File: config.mk
export PLATFORM = sky130hd
export DESIGN_NAME = tar_stream_deframer_unit
export DESIGN_NICKNAME = d
export VERILOG_FILES = /design/src/design/tsd_pkg.sv /design/src/design/tar_stream_deframer_unit.sv
export SDC_FILE = /design/constraint.sdc
export NUM_CORES = 1
export LEC_CHECK = 0
export ABC_AREA = 1
export BUFFER_PORTS_ARGS = -buffer_cell sky130_fd_sc_hd__buf_2
export CAP_MARGIN = 15
export CORE_MARGIN = 2
export CORE_UTILIZATION = 61
export DETAILED_ROUTE_END_ITERATION = 6
export GPL_TIMING_DRIVEN = 1
export PLACE_DENSITY = 0.81
export SYNTH_ARGS = -nofsm -noshare
export SYNTH_HDL_FRONTEND = slang
export SYNTH_SLANG_ARGS = --single-unit
File: constraint.sdc
create_clock -name clk -period 4.2 [get_ports clk]
set_clock_uncertainty 0.1 [all_clocks]
set_input_delay 0.63 -clock clk [delete_from_list [all_inputs] [get_ports clk]]
set_output_delay 0.63 -clock clk [all_outputs]
set_load 0.02 [all_outputs]
File: src/design/tsd_pkg.sv
// Types, constants and helpers for the tar stream deframer.
package tsd_pkg;

  localparam int BLOCK_BYTES = 512;
  localparam int BO_W        = $clog2(BLOCK_BYTES);
  localparam int SIZE_DIGITS = 12;
  localparam int ACC_W       = 36;
  localparam int CNT_W       = ACC_W + 1;
  localparam int MODE_W      = 9;

  localparam logic [BO_W-1:0] MODE_FIRST  = BO_W'(100);
  localparam logic [BO_W-1:0] MODE_LAST   = BO_W'(107);
  localparam logic [BO_W-1:0] SIZE_FIRST  = BO_W'(124);
  localparam logic [BO_W-1:0] SIZE_LAST   = BO_W'(124 + SIZE_DIGITS - 1);
  localparam logic [BO_W-1:0] TIME_FIRST  = BO_W'(136);
  localparam logic [BO_W-1:0] TIME_LAST   = BO_W'(147);
  localparam logic [BO_W-1:0] TYPE_OFF    = BO_W'(156);
  localparam logic [BO_W-1:0] BLOCK_LAST  = BO_W'(BLOCK_BYTES - 1);

  localparam logic [7:0] CHAR_NUL   = 8'h00;
  localparam logic [7:0] CHAR_ZERO  = 8'h30;
  localparam logic [7:0] CHAR_SEVEN = 8'h37;
  localparam logic [7:0] CHAR_SPACE = 8'h20;
  localparam logic [7:0] CHAR_TAB   = 8'h09;
  localparam logic [7:0] CHAR_CR    = 8'h0D;

  localparam logic [MODE_W-1:0] EXEC_MASK = 9'o111;

  localparam logic [1:0] KIND_DATA   = 2'd0;
  localparam logic [1:0] KIND_HEADER = 2'd1;
  localparam logic [1:0] KIND_END    = 2'd2;
  localparam logic [1:0] KIND_ERROR  = 2'd3;

  typedef enum logic [1:0] {
    PH_HEADER,
    PH_DATA,
    PH_END,
    PH_ERROR
  } phase_t;

  typedef enum logic [1:0] {
    FS_LEAD,
    FS_DIGITS,
    FS_TRAIL,
    FS_DONE
  } field_state_t;

  typedef struct packed {
    field_state_t fs;
    logic         take;
    logic         err;
  } field_step_t;

  function automatic logic is_regular_type(input logic [7:0] t);
    return (t == CHAR_ZERO) || (t == CHAR_NUL) || (t == CHAR_SEVEN);
  endfunction

  function automatic logic is_ws(input logic [7:0] c);
    return (c == CHAR_SPACE) || ((c >= CHAR_TAB) && (c <= CHAR_CR));
  endfunction

  function automatic logic is_odigit(input logic [7:0] c);
    return (c >= CHAR_ZERO) && (c <= CHAR_SEVEN);
  endfunction

  // One byte of an octal field: next parse state, digit taken, error seen.
  function automatic field_step_t field_step(input field_state_t fs, input logic [7:0] c);
    field_step_t r;
    r.fs   = fs;
    r.take = 1'b0;
    r.err  = 1'b0;
    case (fs)
      FS_LEAD: begin
        if (is_ws(c)) begin
        end else if (is_odigit(c)) begin
          r.fs   = FS_DIGITS;
          r.take = 1'b1;
        end else if (c == CHAR_NUL) begin
          r.fs = FS_DONE;
        end else begin
          r.fs  = FS_DONE;
          r.err = 1'b1;
        end
      end
      FS_DIGITS: begin
        if (is_odigit(c)) begin
          r.take = 1'b1;
        end else if (is_ws(c)) begin
          r.fs = FS_TRAIL;
        end else if (c == CHAR_NUL) begin
          r.fs = FS_DONE;
        end else begin
          r.fs  = FS_DONE;
          r.err = 1'b1;
        end
      end
      FS_TRAIL: begin
        if (is_ws(c)) begin
        end else if (c == CHAR_NUL) begin
          r.fs = FS_DONE;
        end else begin
          r.fs  = FS_DONE;
          r.err = 1'b1;
        end
      end
      default: begin
      end
    endcase
    return r;
  endfunction

endpackage

File: src/design/tar_stream_deframer_unit.sv
// Tar stream deframer top level: header parsing and member data pass-through.
// A request enters the input register, and its result (if any) is then
// registered in the output register.
// Throughput: one byte per cycle, sustained while the output side takes results.
// Reset (rst, synchronous, active high) returns to header phase at offset zero
// and empties both registers.
module tar_stream_deframer_unit (
  input  logic                     clk,
  input  logic                     rst,
  input  logic                     in_valid,
  output logic                     in_ready,
  input  logic [7:0]               data_byte,
  output logic                     out_valid,
  input  logic                     out_ready,
  output logic [1:0]               kind,
  output logic [7:0]               out_byte,
  output logic                     last_byte,
  output logic [tsd_pkg::ACC_W-1:0] member_size,
  output logic                     executable,
  output logic [tsd_pkg::ACC_W-1:0] mod_time,
  output logic                     is_regular,
  output logic [7:0]               type_code
);

  logic                        in_full;
  logic [7:0]                  in_byte;
  logic                        advance;
  logic                        step;

  tsd_pkg::phase_t             phase, phase_next;
  logic [tsd_pkg::BO_W-1:0]    block_offset, block_offset_next;
  tsd_pkg::field_state_t       field_state, field_state_next;
  logic [tsd_pkg::ACC_W-1:0]   size_accum, size_accum_next;
  logic [tsd_pkg::MODE_W-1:0]  mode_accum, mode_accum_next;
  logic [tsd_pkg::ACC_W-1:0]   time_accum, time_accum_next;
  logic                        name_empty, name_empty_next;
  logic                        field_error, field_error_next;
  logic [7:0]                  saved_type, saved_type_next;
  logic [tsd_pkg::CNT_W-1:0]   bytes_consumed, bytes_consumed_next;

  logic                        res_vld;
  logic [1:0]                  res_kind;
  logic [7:0]                  res_byte;
  logic                        res_last;
  logic [tsd_pkg::ACC_W-1:0]   res_size;
  logic                        res_exec;
  logic [tsd_pkg::ACC_W-1:0]   res_time;
  logic                        res_reg;
  logic [7:0]                  res_type;

  logic [tsd_pkg::CNT_W-1:0]   size_ext;
  logic [tsd_pkg::CNT_W-1:0]   bc_inc;
  logic [tsd_pkg::BO_W-1:0]    off_inc;
  tsd_pkg::field_state_t       fs_cur;
  tsd_pkg::field_step_t        fstep;

  assign advance  = !out_valid || out_ready;
  assign in_ready = !in_full || advance;
  assign step     = in_full && advance;
  assign size_ext = {1'b0, size_accum};
  assign bc_inc   = bytes_consumed + tsd_pkg::CNT_W'(1);
  assign off_inc  = block_offset + tsd_pkg::BO_W'(1);
  // each numeric field starts in leading whitespace
  assign fs_cur   = ((block_offset == tsd_pkg::MODE_FIRST) ||
                     (block_offset == tsd_pkg::SIZE_FIRST) ||
                     (block_offset == tsd_pkg::TIME_FIRST)) ? tsd_pkg::FS_LEAD : field_state;
  assign fstep    = tsd_pkg::field_step(fs_cur, in_byte);

  always_comb begin
    phase_next          = phase;
    block_offset_next   = block_offset;
    field_state_next    = field_state;
    size_accum_next     = size_accum;
    mode_accum_next     = mode_accum;
    time_accum_next     = time_accum;
    name_empty_next     = name_empty;
    field_error_next    = field_error;
    saved_type_next     = saved_type;
    bytes_consumed_next = bytes_consumed;
    res_vld  = 1'b0;
    res_kind = tsd_pkg::KIND_DATA;
    res_byte = '0;
    res_last = 1'b0;
    res_size = '0;
    res_exec = 1'b0;
    res_time = '0;
    res_reg  = 1'b0;
    res_type = '0;

    unique case (phase)
      tsd_pkg::PH_DATA: begin
        if ((bytes_consumed < size_ext) && tsd_pkg::is_regular_type(saved_type)) begin
          res_vld  = 1'b1;
          res_kind = tsd_pkg::KIND_DATA;
          res_byte = in_byte;
          res_last = (bc_inc == size_ext);
        end
        bytes_consumed_next = bc_inc;
        block_offset_next   = off_inc;
        if ((bc_inc >= size_ext) && (off_inc == '0)) begin
          phase_next          = tsd_pkg::PH_HEADER;
          bytes_consumed_next = '0;
        end
      end
      tsd_pkg::PH_HEADER: begin
        if (block_offset == '0) begin
          size_accum_next  = '0;
          mode_accum_next  = '0;
          time_accum_next  = '0;
          field_error_next = 1'b0;
          saved_type_next  = '0;
          name_empty_next  = (in_byte == tsd_pkg::CHAR_NUL);
        end
        if ((block_offset == tsd_pkg::MODE_FIRST) || (block_offset == tsd_pkg::SIZE_FIRST) ||
            (block_offset == tsd_pkg::TIME_FIRST)) begin
          field_state_next = tsd_pkg::FS_LEAD;
        end

        if ((block_offset >= tsd_pkg::MODE_FIRST) && (block_offset <= tsd_pkg::MODE_LAST)) begin
          if (fstep.take) mode_accum_next = {mode_accum[tsd_pkg::MODE_W-4:0], in_byte[2:0]};
          if (fstep.err) field_error_next = 1'b1;
          field_state_next = fstep.fs;
        end else if ((block_offset >= tsd_pkg::SIZE_FIRST) &&
                     (block_offset <= tsd_pkg::SIZE_LAST)) begin
          if (fstep.take) size_accum_next = {size_accum[tsd_pkg::ACC_W-4:0], in_byte[2:0]};
          if (fstep.err) field_error_next = 1'b1;
          field_state_next = fstep.fs;
        end else if ((block_offset >= tsd_pkg::TIME_FIRST) &&
                     (block_offset <= tsd_pkg::TIME_LAST)) begin
          if (fstep.take) time_accum_next = {time_accum[tsd_pkg::ACC_W-4:0], in_byte[2:0]};
          if (fstep.err) field_error_next = 1'b1;
          field_state_next = fstep.fs;
        end else if (block_offset == tsd_pkg::TYPE_OFF) begin
          saved_type_next = in_byte;
        end

        if (block_offset != tsd_pkg::BLOCK_LAST) begin
          block_offset_next = off_inc;
        end else begin
          block_offset_next   = '0;
          field_state_next    = tsd_pkg::FS_LEAD;
          bytes_consumed_next = '0;
          res_vld             = 1'b1;
          if (name_empty_next) begin
            phase_next = tsd_pkg::PH_END;
            res_kind   = tsd_pkg::KIND_END;
          end else if (field_error_next) begin
            phase_next = tsd_pkg::PH_ERROR;
            res_kind   = tsd_pkg::KIND_ERROR;
          end else begin
            res_kind   = tsd_pkg::KIND_HEADER;
            res_size   = size_accum_next;
            res_exec   = |(mode_accum_next & tsd_pkg::EXEC_MASK);
            res_time   = time_accum_next;
            res_reg    = tsd_pkg::is_regular_type(saved_type_next);
            res_type   = saved_type_next;
            phase_next = (size_accum_next != '0) ? tsd_pkg::PH_DATA : tsd_pkg::PH_HEADER;
          end
        end
      end
      default: begin
      end
    endcase
  end

  always_ff @(posedge clk) begin
    if (rst) begin
      in_full        <= 1'b0;
      out_valid      <= 1'b0;
      phase          <= tsd_pkg::PH_HEADER;
      block_offset   <= '0;
      field_state    <= tsd_pkg::FS_LEAD;
      size_accum     <= '0;
      mode_accum     <= '0;
      time_accum     <= '0;
      name_empty     <= 1'b0;
      field_error    <= 1'b0;
      saved_type     <= '0;
      bytes_consumed <= '0;
    end else begin
      if (in_ready) in_full <= in_valid;
      if (advance) out_valid <= step && res_vld;
      if (step) begin
        phase          <= phase_next;
        block_offset   <= block_offset_next;
        field_state    <= field_state_next;
        size_accum     <= size_accum_next;
        mode_accum     <= mode_accum_next;
        time_accum     <= time_accum_next;
        name_empty     <= name_empty_next;
        field_error    <= field_error_next;
        saved_type     <= saved_type_next;
        bytes_consumed <= bytes_consumed_next;
      end
    end
  end

  always_ff @(posedge clk) begin
    if (in_valid && in_ready) in_byte <= data_byte;
    if (step && res_vld) begin
      kind        <= res_kind;
      out_byte    <= res_byte;
      last_byte   <= res_last;
      member_size <= res_size;
      executable  <= res_exec;
      mod_time    <= res_time;
      is_regular  <= res_reg;
      type_code   <= res_type;
    end
  end

endmodule

==> flow_summary.ini, run 1 <==
[status]
status = completed

[layout]
area_growth_pct = 12.92
drive_above_1_share = 0.1152
final_nets = 1946
n_antenna_cell = 0
final_area_um2 = 15180

[timing]
fin_crit_sh = 0.9175
setup_viol = 0
drv_slew = 0
finalHoldViolCount = 0
post-route-min-period_ps = 3853
slew_headroom = 0.3044
tightest_slew_ps = 1043
whs_ps = 187.2
max_freq_mhz = 259.5

[die]
fp-row-count = 54
dieArea_um2 = 23240
io_pins = 107
dieWidth_um = 152.4
start_util = 0.6178
die_h_um = 152.4
core_um2 = 21760

[cts]
cts_tree = built
clock_latency_ps = 530
clockRootBuffer = clkbuf_16
cts_sinks = 238
cts_buffers = 25
clk_pin_slew_worst_paths_ps = 60
htreeDepth = 1
clockBufferDepth = 3
cts_hold_buf = 0

[setup_path]
cp-start-kind = flip-flop
crit_path_top_delay_cell = dfxtp_2
end_kind = flip-flop
arrival_ps = 4120
crit_path_max_incr_delay_ps = 390
path_max_fanout = 18
crit_type = flip-flop to flip-flop
critical_path_required_ps = 4460
cpMostUsedCell = nand4_1
crit_family = simple AND/OR/NAND/NOR gates
path_buf_inv = 4

[logic_synthesis]
synthesis.instances = 1776
ys.flop_type = dfxtp_1
ys_types = 48
async_flop_share = 0
avgSynthCellArea_um2 = 7.568
synth_enable_flop_cells = 101
synth.cell_area_um2 = 13440
syn_nets = 1865
ys_seq_elements = 238
yosysWarningCount = 0
yosysSeqAreaShare = 0.4297

[power_and_ir_drop]
p_leak_nw = 7.294
powerDensity_nw_per_um2 = 355.1
peakVddDrop_mv = 0.4835

[grt]
grt_pass1_vias = 11570
antenna_found_initial = 0
grt_max_degree = 92
grt_remaining_overflow = 0
grtUsageTotal = 0.2935
grt_pass1_wl_um = 56910

[place]
port_buffers = 106
gp_congestion = 0.9464
dp_hpwl_um = 24770
dpl-instance-area_um2 = 14160

[detailed_routing]
initialDrtViolationCount = 1176
avgViaCountPerCell = 5.735
ant_nets = 0
post_drt_wl_per_cell_um = 16.41
drt-total-wl_um = 35360
num_vias = 12360
drc = 0
dr.pass1.iters = 6

[min_path]
hp-class = input pin to flip-flop

[flow_run]
cap_violations = 0
## logic make-up after synthesis
| group | synth area share |
|---|---|
| and+or+nand+nor | 0.2305 |
| buffers and inverters | 0.1041 |
| DFF | 0.4297 |
| AOI/OAI and AO/OA | 0.1438 |
| adders and majority gates | 0.07168 |
| xor gates and xnor gates | 0.02020 |
## placed cells by master (no fill, tap or decap), types with 8 or more instances in the layout
cell,count
nand2_1,331
inv_1,254
nor2_1,225
a21oi_1,186
dfxtp_1,133
buf_2,106
edfxtp_1,101
o21ai_0,83
ha_1,76
nand3_1,74
o211ai_1,46
nand4_1,42
xor2_1,25
o21ai_1,25
clkbuf_16,25
buf_4,22
nor3_1,17
inv_2,15
nor4_1,8
## state kept, by name (all words and copies together), names as in the netlist, 2 cells and up
name	count
in_byte	8
size_accum	36
out_byte	8
saved_type	8
field_state	2
phase	2
member_size	36
type_code	8
bytes_consumed	37
time_accum	36
mod_time	36
kind	2
mode_accum	3
block_offset	9
## metrics by stage
step / TNS [ps] / worst slack, ps / instances / power (mW) / util
5_1_grt: -5.195 / -5.195 / 2155 / 5.554 / 0.6976
2_1_floorplan: 0 / 414.9 / 1776 / 2.864 / -
6_report: 0 / 346.6 / 2155 / 5.389 / 0.6976
3_5_place_dp: 0 / 204.9 / 2103 / 2.994 / 0.6510
3_3_place_gp: 0 / 398.3 / 2103 / 2.979 / 0.6510
4_1_cts: 0 / 166.1 / 2148 / 5.389 / 0.6923
## final timing paths
check,depth (start not counted),end,from,slack [ps]
worst max-delay path,25,bytes_consumed[30],bytes_consumed[1],350
worst min-delay path,1,in_byte[4],data_byte[4],190
worst max register to register,25,bytes_consumed[30],bytes_consumed[1],350
worst min register to register,2,field_state[0],field_state[0],380
## synthesized netlist by cell type (all sizes together), types with 2 or more instances
cell type,instances,area (µm²)
dfxtp,137,2743
nor3,18,95.09
o211ai,46,345.3
nor4,11,105.1
o21bai,2,15.01
nor2,233,897.1
a21oi,187,939.7
nand2,333,1252
nand4,43,275.3
buf,34,208.9
o2111ai,2,17.52
or2,2,12.52
inv,270,1013
nand3,78,410.4
xor2,25,219.0
nand3b,4,30.03
ha,77,963.4
o21ai,109,549.3
edfxtp,101,3033
xnor2,6,52.55
o21a,2,15.01
clkbuf,46,172.7
## layout make-up
class / instances / area, µm²
Fill cell: 1701 / 6579
Multi-Input combinational cell: 1187 / 6309
Sequential cell: 238 / 5783
Inverter: 271 / 1018
Timing Repair Buffer: 134 / 818.3
Clock buffer: 34 / 689.4
Tap cell: 280 / 350.3
Clock inverter: 11 / 209.0
## power by group
group          leakage [nW]  internal (mW)  switching (mW)
sequential             2.28           2.45          0.0429
combinational          4.58          0.136           0.333
clock                 0.433           1.51           0.911
## timing repair
| action | in CTS | in global routing |
|---|---|---|
| gates resized for setup | 0 | 14 |
| hold endpoints to repair | 0 | 0 |
| setup buffers | 0 | 6 |
| setup endpoints to repair | 0 | 39 |
## metal layers
metal  track usage  up-vias  share of wire
met3       0.03811       84          0.080
met5             0        -              0
met1        0.4087     5717           0.43
li1              -     6003              -
met2        0.4768      556           0.46
met4        0.1005        0          0.029
(Power assumes the default switching activity.)
==> inputs of run 2 (changes only) <==
--- a/config.mk
+++ b/config.mk
@@ -6,11 +6,11 @@
 export NUM_CORES = 1
 export LEC_CHECK = 0
 export ABC_AREA = 1
-export BUFFER_PORTS_ARGS = -buffer_cell sky130_fd_sc_hd__buf_2
 export CAP_MARGIN = 15
 export CORE_MARGIN = 2
-export CORE_UTILIZATION = 61
+export CORE_UTILIZATION = 65
 export DETAILED_ROUTE_END_ITERATION = 6
+export DONT_BUFFER_PORTS = 1
 export GPL_TIMING_DRIVEN = 1
 export PLACE_DENSITY = 0.81
 export SYNTH_ARGS = -nofsm -noshare
==> run 2 against run 1 <==
- sequential cell count did not move
- worst hold slack worse by 130 ps
- sequential share of layout area increased by 1.6 points
- routed wire length fell by 1.5%
- critical path type unchanged
- critical endpoint is now phase[0]
- largest power group unchanged
==> flow_summary.ini, run 2 (synthesis gave the netlist of run 1 again) <==
[layout]
drive_above_1_share = 0.06215
finalNonFillerCells = 2040
n_antenna_cell = 0
final_nets = 1840
mostFrequentLayoutCells = nand2_1, inv_1, nor2_1, a21oi_1, dfxtp_1
largest_reg_flops = 37
utilization = 0.7188
layout_commonest_cell = nand2_1
area_growth_pct = 8.220
regMostFlops = bytes_consumed

[timing]
fin_crit_sh = 0.9228
slew_headroom = 0.3739
setup_viol = 0
max_freq_mhz = 258.0
tightest_slew_ps = 936.9
finalHoldViolCount = 0
drv_slew = 0
post-route-min-period_ps = 3876

[cts]
htreeDepth = 1
clock_latency_ps = 530
clockBufferDepth = 3
cts_tree = built
clk_pin_slew_worst_paths_ps = 60
cts_sinks = 238
cts_buffers = 25
clockRootBuffer = clkbuf_16
cts_hold_buf = 0

[setup_path]
arrival_ps = 4190
end_kind = flip-flop
crit_path_max_incr_delay_ps = 370
path_max_fanout = 11
crit_type = flip-flop to flip-flop
crit_path_top_delay_cell = dfxtp_2
cpMostUsedCell = nand2_1
critical_path_required_ps = 4510
cp-start-kind = flip-flop

[die]
dieArea_um2 = 21840
io_pins = 107
start_util = 0.6642
die_h_um = 147.8
dieWidth_um = 147.8
fp-row-count = 52
core_um2 = 20230

[power_and_ir_drop]
pwr-share-clk = 0.428
p_sw_frac = 0.2496
p_comb_frac = 0.087
p_sw_mw = 1.286
peakVddDrop_mv = 0.2723
power.internal_mw = 3.865
p_leak_nw = 6.690
powerDensity_nw_per_um2 = 354.2
power_frac_seq = 0.485

[grt]
grt_pass1_vias = 10860
grt_pass1_wl_um = 55820
grtUsageTotal = 0.3145
grt_max_degree = 93
antenna_found_initial = 0
grt_remaining_overflow = 0

[status]
status = completed

[flow_run]
cap_violations = 0

[place]
dpl.cell_count = 1984
gp_congestion = 0.9597
port_buffers = 0
dp_hpwl_um = 23710

[detailed_routing]
num_vias = 12080
m1WireLength_um = 14890
wl_met3_um = 3166
post_drt_wl_per_cell_um = 17.08
drt-total-wl_um = 34830
top_layer = met4
avgViaCountPerCell = 5.922
wl_met2_um = 16010
ant_nets = 0
drc = 0
initialDrtViolationCount = 1329
dr.pass1.iters = 6

[min_path]
hp-class = input pin to flip-flop
-- run 2: power groups by stage --
stage	clock (mW)	sequential, mW	combinational (mW)
final	2.20	2.50	0.450
after global routing	2.31	2.50	0.501
after CTS	2.22	2.49	0.439
after detailed placement	0	2.54	0.432
after global placement	0	2.54	0.420
after floorplan	0	2.53	0.333
-- run 2: final cells by class --
class                           instances  area (µm²)
Clock inverter                         11       118.9
Inverter                              271        1018
Fill cell                            1578        5689
Multi-Input combinational cell       1187        6305
Sequential cell                       238        5778
Clock buffer                           35       693.2
Tap cell                              270       337.8
Timing Repair Buffer                   28       294.0
-- run 2: critical path, delay by kind of cell (launching register included) --
family                   cells  cell delay (ps)
AO/OA/AOI/OAI                2              230
adder cells (fa/ha/maj)      2              490
buffers and inverters        5              470
flip-flops                   1              370
AND/OR/NAND/NOR             20             2060
-- run 2: timing repair --
item	4_1_cts	5_1_grt
setup buffers	0	9
endpoints found under the setup margin	0	39
endpoints found under the hold margin	0	0
resized for setup	0	11
-- run 2: final timing paths --
path	endpoint	startpoint	depth (start not counted)	slack (ps)
worst min register to register	field_state[0]	field_state[0]	2	370
worst max register to register	phase[0]	bytes_consumed[0]	29	320
worst max-delay path	phase[0]	bytes_consumed[0]	29	320
worst min-delay path	block_offset[5]	rst	1	60
-- run 2: metal layers --
layer / global-route usage / up-vias
met5: 0 / -
met4: 0.08413 / 0
met3: 0.03642 / 80
met2: 0.4944 / 622
met1: 0.4639 / 5582
li1: - / 5797
-- run 2: per-stage QoR --
| stage | power [mW] | hold WS, ps | setup WS, ps | setup TNS [ps] | instance area [µm²] |
|---|---|---|---|---|---|
| 2_1_floorplan | 2.864 | 345.7 | 414.9 | 0 | 13440 |
| 3_3_place_gp | 2.961 | 354.4 | 479.9 | 0 | 13600 |
| 3_5_place_dp | 2.976 | 353.8 | 267.2 | 0 | 13600 |
| 4_1_cts | 5.153 | 52.47 | 224.0 | 0 | 14420 |
| 5_1_grt | 5.313 | 47.76 | -14.38 | -14.38 | 14550 |
| 6_report | 5.151 | 60.33 | 324.3 | 0 | 14550 |
